## src/hw/rtl/lkc_pkg.sv

```systemverilog
`default_nettype none

package lkc_pkg;

    localparam int ENTRIES_DEF  = 64;
    localparam int KEY_BITS_DEF = 32;
    localparam int CAP_RESET    = 64;

    localparam int MODE_W  = 1;
    localparam int KEY_W   = 32;
    localparam int SLOT_W  = 6;
    localparam int OCC_W   = 7;
    localparam int TOTAL_W = 32;
    localparam int CFG_W   = 7;

    localparam logic [MODE_W-1:0] MODE_ACCESS = 1'b0;
    localparam logic [MODE_W-1:0] MODE_CLEAR  = 1'b1;

    typedef enum logic [5:0] {
        ST_IDLE   = 6'b000001,
        ST_SCAN   = 6'b000010,
        ST_DECIDE = 6'b000100,
        ST_UPDATE = 6'b001000,
        ST_WRITE  = 6'b010000,
        ST_FINISH = 6'b100000
    } state_t;

    typedef struct packed {
        logic hit_inc;
        logic miss_inc;
    } stats_upd_t;

endpackage

`default_nettype wire

```

## src/hw/rtl/lkc_in_if.sv

```systemverilog
`default_nettype none

interface lkc_in_if import lkc_pkg::*; ();
    logic              valid;
    logic              ready;
    logic [MODE_W-1:0] mode;
    logic [KEY_W-1:0]  key;

    modport source (output valid, output mode, output key, input ready);
    modport sink (input valid, input mode, input key, output ready);
endinterface

`default_nettype wire

```

## src/hw/rtl/lkc_out_if.sv

```systemverilog
`default_nettype none

interface lkc_out_if import lkc_pkg::*; ();
    logic               valid;
    logic               ready;
    logic               hit;
    logic [SLOT_W-1:0]  slot;
    logic               evicted;
    logic [KEY_W-1:0]   evicted_key;
    logic [OCC_W-1:0]   occupancy;
    logic [TOTAL_W-1:0] hit_total;
    logic [TOTAL_W-1:0] miss_total;

    modport source (output valid, output hit, output slot, output evicted,
                    output evicted_key, output occupancy, output hit_total,
                    output miss_total, input ready);
    modport sink (input valid, input hit, input slot, input evicted,
                  input evicted_key, input occupancy, input hit_total,
                  input miss_total, output ready);
endinterface

`default_nettype wire

```

## src/hw/rtl/lkc_ram.sv

```systemverilog
`default_nettype none

module lkc_ram #(
    parameter int WIDTH = 8,
    parameter int DEPTH = 64
) (
    input  wire logic                                  clk,
    input  wire logic                                  we,
    input  wire logic [(DEPTH > 1 ? $clog2(DEPTH) : 1)-1:0] waddr,
    input  wire logic [WIDTH-1:0]                      wdata,
    input  wire logic                                  re,
    input  wire logic [(DEPTH > 1 ? $clog2(DEPTH) : 1)-1:0] raddr,
    output logic      [WIDTH-1:0]                      rdata
);

    logic [WIDTH-1:0] mem [DEPTH];

    always_ff @(posedge clk)
    begin
        if (we)
        begin
            mem[waddr] <= wdata;
        end
        if (re)
        begin
            rdata <= mem[raddr];
        end
    end

endmodule

`default_nettype wire

```

## src/hw/rtl/lkc_stats.sv

```systemverilog
`default_nettype none

module lkc_stats import lkc_pkg::*; (
    input  wire logic               clk,
    input  wire logic               rst_n,
    input  wire stats_upd_t         upd,
    output logic [TOTAL_W-1:0]      hit_total,
    output logic [TOTAL_W-1:0]      miss_total
);

    logic [TOTAL_W-1:0] hit_reg;
    logic [TOTAL_W-1:0] miss_reg;

    // Both counters stop at all ones.
    always_ff @(posedge clk or negedge rst_n)
    begin
        if (!rst_n)
        begin
            hit_reg  <= '0;
            miss_reg <= '0;
        end
        else
        begin
            if (upd.hit_inc && (hit_reg != '1))
            begin
                hit_reg <= hit_reg + TOTAL_W'(1);
            end
            if (upd.miss_inc && (miss_reg != '1))
            begin
                miss_reg <= miss_reg + TOTAL_W'(1);
            end
        end
    end

    assign hit_total  = hit_reg;
    assign miss_total = miss_reg;

endmodule

`default_nettype wire

```

## src/hw/rtl/lru_key_cache_core.sv

```systemverilog
// Fully associative LRU cache of key tags.
// A request on req carries mode and key. Mode access looks the key up: a hit
// makes the entry most recent, a miss inserts it as most recent and evicts
// the least recent entry once occupancy has reached the capacity. Mode clear
// invalidates every entry; the hit and miss totals are kept.
// Each request gives one response on rsp with hit, slot, eviction, evicted
// key, occupancy and the saturating totals.
// Tags and recency ranks live in one RAM with a registered read port. An
// access request sweeps the RAM twice, once to search and once to age the
// ranks, then writes the target entry; a clear needs no sweep. The block
// returns to idle, ready for the next request, in the same cycle as its
// response becomes valid.
// One request is worked at a time; req.ready is high while the block waits
// for a request, also while a finished response still waits on rsp.
// When the receiver stalls, the next response waits in its final state.
// The capacity register is written through cfg_we/cfg_data, only while the
// cache is empty; 0 reads as 1 and values above ENTRIES saturate.
// Reset empties the cache, clears the totals and sets capacity to 64
// (limited to ENTRIES). The tag RAM needs no clearing pass.
`default_nettype none

module lru_key_cache_core import lkc_pkg::*; #(
    parameter int ENTRIES  = ENTRIES_DEF,
    parameter int KEY_BITS = KEY_BITS_DEF
) (
    input  wire logic             clk,
    input  wire logic             rst_n,
    input  wire logic             cfg_we,
    input  wire logic [CFG_W-1:0] cfg_data,
    lkc_in_if.sink                req,
    lkc_out_if.source             rsp
);

    localparam int IDX_W = (ENTRIES > 1) ? $clog2(ENTRIES) : 1;
    localparam int CNT_W = $clog2(ENTRIES + 1);
    localparam int SWP_W = IDX_W + 1;
    localparam int RAM_W = KEY_BITS + IDX_W;

    state_t               state_reg;
    logic [ENTRIES-1:0]   valid_reg;
    logic [CNT_W-1:0]     count_reg;
    logic [CNT_W-1:0]     cap_reg;
    logic [SWP_W-1:0]     issue_reg;
    logic                 pend_reg;
    logic [IDX_W-1:0]     pend_addr_reg;
    logic [KEY_BITS-1:0]  key_reg;
    logic                 hit_found_reg;
    logic [IDX_W-1:0]     hit_slot_reg;
    logic [IDX_W-1:0]     hit_rank_reg;
    logic                 free_found_reg;
    logic [IDX_W-1:0]     free_slot_reg;
    logic                 ev_found_reg;
    logic [IDX_W-1:0]     ev_slot_reg;
    logic [KEY_BITS-1:0]  ev_key_reg;
    logic                 hit_reg;
    logic                 evict_reg;
    logic [IDX_W-1:0]     tgt_reg;
    logic                 out_valid_reg;

    logic                 ram_we;
    logic [IDX_W-1:0]     ram_waddr;
    logic [RAM_W-1:0]     ram_wdata;
    logic                 ram_re;
    logic [RAM_W-1:0]     ram_rdata;
    logic [KEY_BITS-1:0]  rd_tag;
    logic [IDX_W-1:0]     rd_rank;
    logic                 rd_valid;
    logic                 sweep_last;
    logic [IDX_W-1:0]     oldest_rank;
    logic                 evict_now;
    logic                 out_load;
    logic                 accept;
    logic [8:0]           cap_raw;
    logic [CNT_W-1:0]     cap_next;
    stats_upd_t           stats_upd;
    logic [TOTAL_W-1:0]   hit_total;
    logic [TOTAL_W-1:0]   miss_total;

    lkc_ram #(
        .WIDTH (RAM_W),
        .DEPTH (ENTRIES)
    ) u_ram (
        .clk   (clk),
        .we    (ram_we),
        .waddr (ram_waddr),
        .wdata (ram_wdata),
        .re    (ram_re),
        .raddr (issue_reg[IDX_W-1:0]),
        .rdata (ram_rdata)
    );

    lkc_stats u_stats (
        .clk        (clk),
        .rst_n      (rst_n),
        .upd        (stats_upd),
        .hit_total  (hit_total),
        .miss_total (miss_total)
    );

    assign accept      = req.valid && req.ready;
    assign req.ready   = (state_reg == ST_IDLE);
    assign ram_re      = ((state_reg == ST_SCAN) || (state_reg == ST_UPDATE))
                         && (issue_reg < SWP_W'(ENTRIES));
    assign rd_tag      = ram_rdata[RAM_W-1:IDX_W];
    assign rd_rank     = ram_rdata[IDX_W-1:0];
    assign rd_valid    = valid_reg[pend_addr_reg];
    assign sweep_last  = pend_reg && (pend_addr_reg == IDX_W'(ENTRIES - 1));
    assign oldest_rank = IDX_W'(count_reg - CNT_W'(1));
    assign evict_now   = !hit_found_reg && (count_reg >= cap_reg) && (count_reg != '0);
    assign out_load    = (state_reg == ST_FINISH) && (!out_valid_reg || rsp.ready);

    assign cap_raw  = {2'b00, cfg_data};
    assign cap_next = (cap_raw == 9'd0) ? CNT_W'(1) :
                      (cap_raw > 9'(ENTRIES)) ? CNT_W'(ENTRIES) : CNT_W'(cap_raw);

    assign stats_upd.hit_inc  = (state_reg == ST_DECIDE) && hit_found_reg;
    assign stats_upd.miss_inc = (state_reg == ST_DECIDE) && !hit_found_reg;

    // Write port: rank aging during the second sweep, then the target entry.
    always_comb
    begin
        ram_we    = 1'b0;
        ram_waddr = pend_addr_reg;
        ram_wdata = {rd_tag, rd_rank + IDX_W'(1)};
        if (state_reg == ST_UPDATE)
        begin
            ram_we = pend_reg && rd_valid && (pend_addr_reg != tgt_reg)
                     && (!hit_reg || (rd_rank < hit_rank_reg));
        end
        else if (state_reg == ST_WRITE)
        begin
            ram_we    = 1'b1;
            ram_waddr = tgt_reg;
            ram_wdata = {key_reg, IDX_W'(0)};
        end
    end

    always_ff @(posedge clk or negedge rst_n)
    begin
        if (!rst_n)
        begin
            state_reg     <= ST_IDLE;
            valid_reg     <= '0;
            count_reg     <= '0;
            cap_reg       <= CNT_W'((CAP_RESET > ENTRIES) ? ENTRIES : CAP_RESET);
            issue_reg     <= '0;
            pend_reg      <= 1'b0;
            out_valid_reg <= 1'b0;
        end
        else
        begin
            if (cfg_we && (count_reg == '0))
            begin
                cap_reg <= cap_next;
            end
            if (out_load)
            begin
                out_valid_reg <= 1'b1;
            end
            else if (rsp.ready)
            begin
                out_valid_reg <= 1'b0;
            end
            pend_reg <= ram_re;
            if (ram_re)
            begin
                issue_reg <= issue_reg + SWP_W'(1);
            end
            unique case (state_reg)
                ST_IDLE:
                begin
                    issue_reg <= '0;
                    if (accept)
                    begin
                        if (req.mode == MODE_CLEAR)
                        begin
                            valid_reg <= '0;
                            count_reg <= '0;
                            state_reg <= ST_FINISH;
                        end
                        else
                        begin
                            state_reg <= ST_SCAN;
                        end
                    end
                end
                ST_SCAN:
                begin
                    if (sweep_last)
                    begin
                        state_reg <= ST_DECIDE;
                    end
                end
                ST_DECIDE:
                begin
                    issue_reg <= '0;
                    if (!hit_found_reg && !evict_now)
                    begin
                        count_reg <= count_reg + CNT_W'(1);
                    end
                    state_reg <= ST_UPDATE;
                end
                ST_UPDATE:
                begin
                    if (sweep_last)
                    begin
                        state_reg <= ST_WRITE;
                    end
                end
                ST_WRITE:
                begin
                    valid_reg[tgt_reg] <= 1'b1;
                    state_reg          <= ST_FINISH;
                end
                ST_FINISH:
                begin
                    if (out_load)
                    begin
                        state_reg <= ST_IDLE;
                    end
                end
                default:
                begin
                    state_reg <= ST_IDLE;
                end
            endcase
        end
    end

    // Search results and response payload.
    always_ff @(posedge clk)
    begin
        if (accept)
        begin
            key_reg        <= KEY_BITS'(req.key);
            hit_found_reg  <= 1'b0;
            free_found_reg <= 1'b0;
            ev_found_reg   <= 1'b0;
            hit_reg        <= 1'b0;
            evict_reg      <= 1'b0;
            tgt_reg        <= '0;
        end
        if ((state_reg == ST_SCAN) && pend_reg)
        begin
            if (rd_valid && (rd_tag == key_reg) && !hit_found_reg)
            begin
                hit_found_reg <= 1'b1;
                hit_slot_reg  <= pend_addr_reg;
                hit_rank_reg  <= rd_rank;
            end
            if (!rd_valid && !free_found_reg)
            begin
                free_found_reg <= 1'b1;
                free_slot_reg  <= pend_addr_reg;
            end
            if (rd_valid && (rd_rank == oldest_rank) && !ev_found_reg)
            begin
                ev_found_reg <= 1'b1;
                ev_slot_reg  <= pend_addr_reg;
                ev_key_reg   <= rd_tag;
            end
        end
        if (state_reg == ST_DECIDE)
        begin
            hit_reg   <= hit_found_reg;
            evict_reg <= evict_now;
            tgt_reg   <= hit_found_reg ? hit_slot_reg :
                         evict_now ? ev_slot_reg : free_slot_reg;
        end
        pend_addr_reg <= issue_reg[IDX_W-1:0];
        if (out_load)
        begin
            rsp.hit         <= hit_reg;
            rsp.slot        <= SLOT_W'(tgt_reg);
            rsp.evicted     <= evict_reg;
            rsp.evicted_key <= evict_reg ? KEY_W'(ev_key_reg) : '0;
            rsp.occupancy   <= OCC_W'(count_reg);
            rsp.hit_total   <= hit_total;
            rsp.miss_total  <= miss_total;
        end
    end

    assign rsp.valid = out_valid_reg;

`ifndef ASSERT_OFF
    a_occ_le_cap: assert property (@(posedge clk) disable iff (!rst_n)
        (count_reg <= cap_reg))
        else $error("occupancy above capacity");
    a_one_request: assert property (@(posedge clk) disable iff (!rst_n)
        accept |=> !req.ready)
        else $error("second request taken while one is in work");
    a_hit_no_evict: assert property (@(posedge clk) disable iff (!rst_n)
        (rsp.valid && rsp.hit) |-> !rsp.evicted)
        else $error("hit response reports an eviction");
`endif

endmodule

`default_nettype wire
```

## src/flat_wrapper.sv

```systemverilog
// flat-port wrapper written by rule: the top's interface ports become plain ports
module lru_key_cache_core_flat import lkc_pkg::*;
#(
    parameter int ENTRIES  = ENTRIES_DEF,
    parameter int KEY_BITS = KEY_BITS_DEF
)
  (clk, rst_n, cfg_we, cfg_data, req_valid, req_mode, req_key, req_ready, rsp_valid, rsp_hit, rsp_slot, rsp_evicted, rsp_evicted_key, rsp_occupancy, rsp_hit_total, rsp_miss_total, rsp_ready);
  lkc_in_if req_i ();
  lkc_out_if rsp_i ();
  input  wire logic clk;
  input  wire logic rst_n;
  input  wire logic cfg_we;
  input  wire logic [CFG_W-1:0] cfg_data;
  input wire logic [$bits(req_i.valid)-1:0] req_valid;
  input wire logic [$bits(req_i.mode)-1:0] req_mode;
  input wire logic [$bits(req_i.key)-1:0] req_key;
  output wire logic [$bits(req_i.ready)-1:0] req_ready;
  output wire logic [$bits(rsp_i.valid)-1:0] rsp_valid;
  output wire logic [$bits(rsp_i.hit)-1:0] rsp_hit;
  output wire logic [$bits(rsp_i.slot)-1:0] rsp_slot;
  output wire logic [$bits(rsp_i.evicted)-1:0] rsp_evicted;
  output wire logic [$bits(rsp_i.evicted_key)-1:0] rsp_evicted_key;
  output wire logic [$bits(rsp_i.occupancy)-1:0] rsp_occupancy;
  output wire logic [$bits(rsp_i.hit_total)-1:0] rsp_hit_total;
  output wire logic [$bits(rsp_i.miss_total)-1:0] rsp_miss_total;
  input wire logic [$bits(rsp_i.ready)-1:0] rsp_ready;
  assign req_i.valid = req_valid;
  assign req_i.mode = req_mode;
  assign req_i.key = req_key;
  assign req_ready = req_i.ready;
  assign rsp_valid = rsp_i.valid;
  assign rsp_hit = rsp_i.hit;
  assign rsp_slot = rsp_i.slot;
  assign rsp_evicted = rsp_i.evicted;
  assign rsp_evicted_key = rsp_i.evicted_key;
  assign rsp_occupancy = rsp_i.occupancy;
  assign rsp_hit_total = rsp_i.hit_total;
  assign rsp_miss_total = rsp_i.miss_total;
  assign rsp_i.ready = rsp_ready;
  lru_key_cache_core #(.ENTRIES(ENTRIES), .KEY_BITS(KEY_BITS)) u_core (.clk(clk), .rst_n(rst_n), .cfg_we(cfg_we), .cfg_data(cfg_data), .req(req_i), .rsp(rsp_i));
endmodule
```

## config.mk

```make
export PLATFORM = sky130hd
export DESIGN_NAME = lru_key_cache_core_flat
export DESIGN_NICKNAME = d
export VERILOG_FILES = /design/src/hw/rtl/lkc_pkg.sv /design/src/hw/rtl/lkc_in_if.sv /design/src/hw/rtl/lkc_out_if.sv /design/src/hw/rtl/lkc_ram.sv /design/src/hw/rtl/lkc_stats.sv /design/src/hw/rtl/lru_key_cache_core.sv /design/src/flat_wrapper.sv
export SDC_FILE = /design/constraint.sdc
export NUM_CORES = 2
export LEC_CHECK = 0
export ABC_AREA = 1
export BUFFER_PORTS_ARGS = -buffer_cell sky130_fd_sc_hd__buf_4
export CAP_MARGIN = 20
export CELL_PAD_IN_SITES_DETAIL_PLACEMENT = 0
export CELL_PAD_IN_SITES_GLOBAL_PLACEMENT = 1
export CORE_MARGIN = 3
export CORE_UTILIZATION = 52
export DETAILED_ROUTE_END_ITERATION = 10
export PLACE_DENSITY = 0.78
export SLEW_MARGIN = 20
export SYNTH_ARGS = -nofsm -noshare
export SYNTH_HDL_FRONTEND = slang
export SYNTH_SLANG_ARGS = --single-unit
```

## constraint.sdc

```tcl
create_clock -name clk -period 8.1 [get_ports clk]
set_input_delay 1.62 -clock clk [delete_from_list [all_inputs] [get_ports clk]]
set_output_delay 1.62 -clock clk [all_outputs]
set_load 0.05 [all_outputs]
```

==> key figures <==
Timing
  – Clock Skew: 0.0722 ns
  – Tightest Pin Transition: 1.20 ns
  – Sum Neg Setup Slack: 0 ns
  – Final Cycle Share: 0.659
  – Setup WS post-layout: 2.76 ns
  – Final Max Tran Viols: 0
  – RSZ-0062 raised after global routing: false
  – Relative slew slack: 0.201
  – FMAX: 187 MHz
  – Tmin final: 5.34 ns
  – Endpoints failing hold: 0
  – Setup violators final: 0

Clock tree
  – Hold Buf Count CTS: 0
  – Longest Clk Path Bufs: 4
  – Num Clock Sinks: 2,843
  – # Post-CTS Setup Buffers: 0
  – Clock latency on the worst-skew pair: 0.95 ns
  – TritonCTS clock tree: yes
  – Post-CTS resize count: 0
  – CTS Buf Count: 303
  – CTS root buf: clkbuf_16
  – Max H-tree Level: 5
  – CTS clk-pin slew, worst paths: 0.06 ns

Layout
  – Sequential Area: 84,500 sq um
  – Proportion of layout cells with a drive suffix above 1: 0.100
  – Multi-input gate area: 26,300 sq um
  – Largest register FFs: 2,432
  – Most common library cell in the layout ignoring fill and taps: edfxtp_1
  – Final core occ: 0.591
  – Filler instances: 16,600
  – Post-route cell area: 127,000 sq um
  – Commonest non-fill, non-tap cells in the layout: edfxtp_1 (2,677), nor2_1 (1,366), o21ai_0 (1,258)
  – NumNets Final: 8,920
  – Area growth, synth to finish: 12.7%

Pwr
  – Net Sw Frac: 0.322
  – Peak supply drop: 0.000234 V
  – Comb pwr share: 0.223
  – PwrDens: 315 nW/um^2
  – Clock power frac: 0.329
  – Sequential share of power: 0.448
  – Net Switching: 12,900 uW
  – Cell internal pwr: 27,200 uW
  – Power Total: 40,200 uW
  – Leak: 0.0421 uW

GRT
  – Largest net degree at the start of global routing: 219
  – Initial antenna violation count: 15
  – First-pass GRT wire length: 481,000 microns
  – GR Overflow Total: 0
  – Vias in the first global route: 69,600
  – GRT Overall Usage: 0.293

Place
  – Pre-CTS setup slack: 2.88 ns
  – # port buffers: 157
  – Final GP Congestion: 0.903
  – Post-DP HPWL: 188,000 microns
  – DP Area: 118,000 sq um

Detailed routing
  – Via/cell ratio: 6.28
  – DR iter-0 viols: 11,000
  – Antenna Nets Post-Route: 0
  – Per-cell routed wire length: 27.9 microns
  – DR DRC count: 0
  – Post-Route WL: 333,000 microns
  – Routed vias: 74,800
  – Total iterations of the first detailed-routing run: 7

Status
  – Status: finished clean

Yosys
  – Mapped Area: 113,000 sq um
  – Register area share after synthesis: 0.748
  – Post-synthesis instance total: 8,790
  – Mean Syn Cell Area: 12.9 sq um
  – Synth Flop Type: edfxtp_1
  – Xor/xnor share of the synthesized area: 0.00643
  – Area leader, netlist: edfxtp_1
  – Post-synthesis simple-gate area fraction: 0.103
  – Synth Area in Adders: 0.00210
  – Synth cell types: 48
  – Area share of the largest cell type after synthesis: 0.711
  – Seq cells post-synth: 2,843
  – Post-Syn Nets: 8,854
  – Post-synthesis mux area share: 0
  – Synth Area in Compound Gates: 0.111
  – Post-synth EDFFs: 2,677
  – Top cells by area, synth: edfxtp_1 (71%), o21ai_0 (5.7%), nor2_1 (4.6%)
  – Largest family of logic cells by synthesized area: compound AO/OA/AOI/OAI gates
  – Post-synth ARST share: 0.0552
  – Yosys warns: 0

Critical path
  – Setup crit end kind: register
  – Max Fanout on Critical Path: 31
  – Crit path DAT: 5.94 ns
  – Worst Path Required: 8.70 ns
  – Startpoint types: register
  – WS Path Type: register to register

Min path
  – Hold/Removal Path Class: register to register

Floorplanning
  – Top-Level Pins: 158
  – Row count: 170
  – Die ar.: 223,000 sq um
  – Die Height: 472 microns
  – Die width: 472 microns
  – Core Box Area: 215,000 sq um
  – Initial Utilization: 0.525

Run
  – Max cap viols: 0
[cell type report]
cell class | count | area share
Antenna cell | 4 | 0.0000785
Clock inverter | 132 | 0.00940
Clock buffer | 384 | 0.0636
Sequential cell | 2843 | 0.663
Multi-Input combinational cell | 5117 | 0.206
Tap cell | 2838 | 0.0279
Timing Repair Buffer | 323 | 0.0212
Inverter | 268 | 0.00820
[synthesized netlist by cell type (13+ instances only)]
cell,n
edfxtp_1,2677
nor2_1,1375
o21ai_0,1284
nand2_1,863
clkbuf_1,400
nand3_1,378
o22ai_1,360
inv_1,251
a21oi_1,216
o221ai_1,210
dfrtp_1,155
buf_2,122
o211ai_1,101
nand4_1,69
xor2_1,54
nor3_1,53
xnor2_1,29
nor4_1,21
ha_1,19
nor2_2,18
buf_1,17
buf_4,15
nor2_4,14
inv_2,13
[worst max-delay path, cell delays in order, from the launching register on]
cell and delay, ns:
dfxtp_1 0.98, inv_1 0.60, nand3_1 0.23, nand2_1 0.08
nand2_1 0.06, nand2_1 0.06, inv_1 0.07, nand2_1 0.06
nand2_1 0.06, nand2_1 0.07, inv_2 0.05, nand2_2 0.11
nand3_4 0.64, buf_4 0.81, buf_4 0.55, a21oi_4 0.18
buf_4 0.35
[power by group through the flow]
| stage | Sequential (uW) | Clock, uW | Combinational [uW] |
|---|---|---|---|
| 2_1_floorplan | 18400 | 0 | 4820 |
| 3_3_place_gp | 18300 | 0 | 8590 |
| 3_5_place_dp | 18300 | 0 | 8740 |
| 4_1_cts | 18000 | 13400 | 8760 |
| 5_1_grt | 18000 | 14000 | 9480 |
| 6_report | 18000 | 13200 | 8940 |
[worst paths after layout]
kind	start	to	slack (ns)	cells past startpoint
setup reg to reg	u_core.pend_addr_reg[1]$_DFF_P_	u_core.u_ram.mem[60][15]$_DFFE_PP_	2.76	16
hold reg to reg	u_core.ev_key_reg[14]$_DFFE_PP_	u_core.rsp.evicted_key[14]$_SDFFCE_PN0P_	0.46	2
setup / recovery	u_core.pend_addr_reg[1]$_DFF_P_	u_core.u_ram.mem[60][15]$_DFFE_PP_	2.76	16
hold / removal	u_core.ev_key_reg[14]$_DFFE_PP_	u_core.rsp.evicted_key[14]$_SDFFCE_PN0P_	0.46	2
max in group asynchronous	rst_n	u_core.u_stats.miss_total[28]$_DFFE_PN0P_	6.22	2
min in group asynchronous	rst_n	u_core.u_stats.hit_total[17]$_DFFE_PN0P_	0.66	1
[stage by stage]
step,hold slack [ns],cells
detailed placement,0.461,11400
CTS,0.463,11900
finish,0.457,11900
global placement,0.461,11400
floorplan,0.345,8790
global route,0.477,11900
[logic make-up (layout without fill, tap and decap cells)]
| family | Yosys count | in the layout |
|---|---|---|
| AOI/OAI and AO/OA | 2196 | 2196 |
| buffers and inverters | 830 | 1107 |
| DFF | 2843 | 2843 |
| other | 0 | 4 |
| xor gates and xnor gates | 83 | 83 |
| adders and majority gates | 19 | 19 |
| and+or+nand+nor | 2819 | 2819 |
[routing by layer]
layer  up-vias  global-route usage  part of all wire
met5         -                   0                 0
met4         0               0.121             0.045
met1     37300               0.410              0.39
met2      4363               0.443              0.45
met3       665              0.0713              0.12
li1      32500                   -                 -
Note: power is estimated with default switching activity, not from simulation.
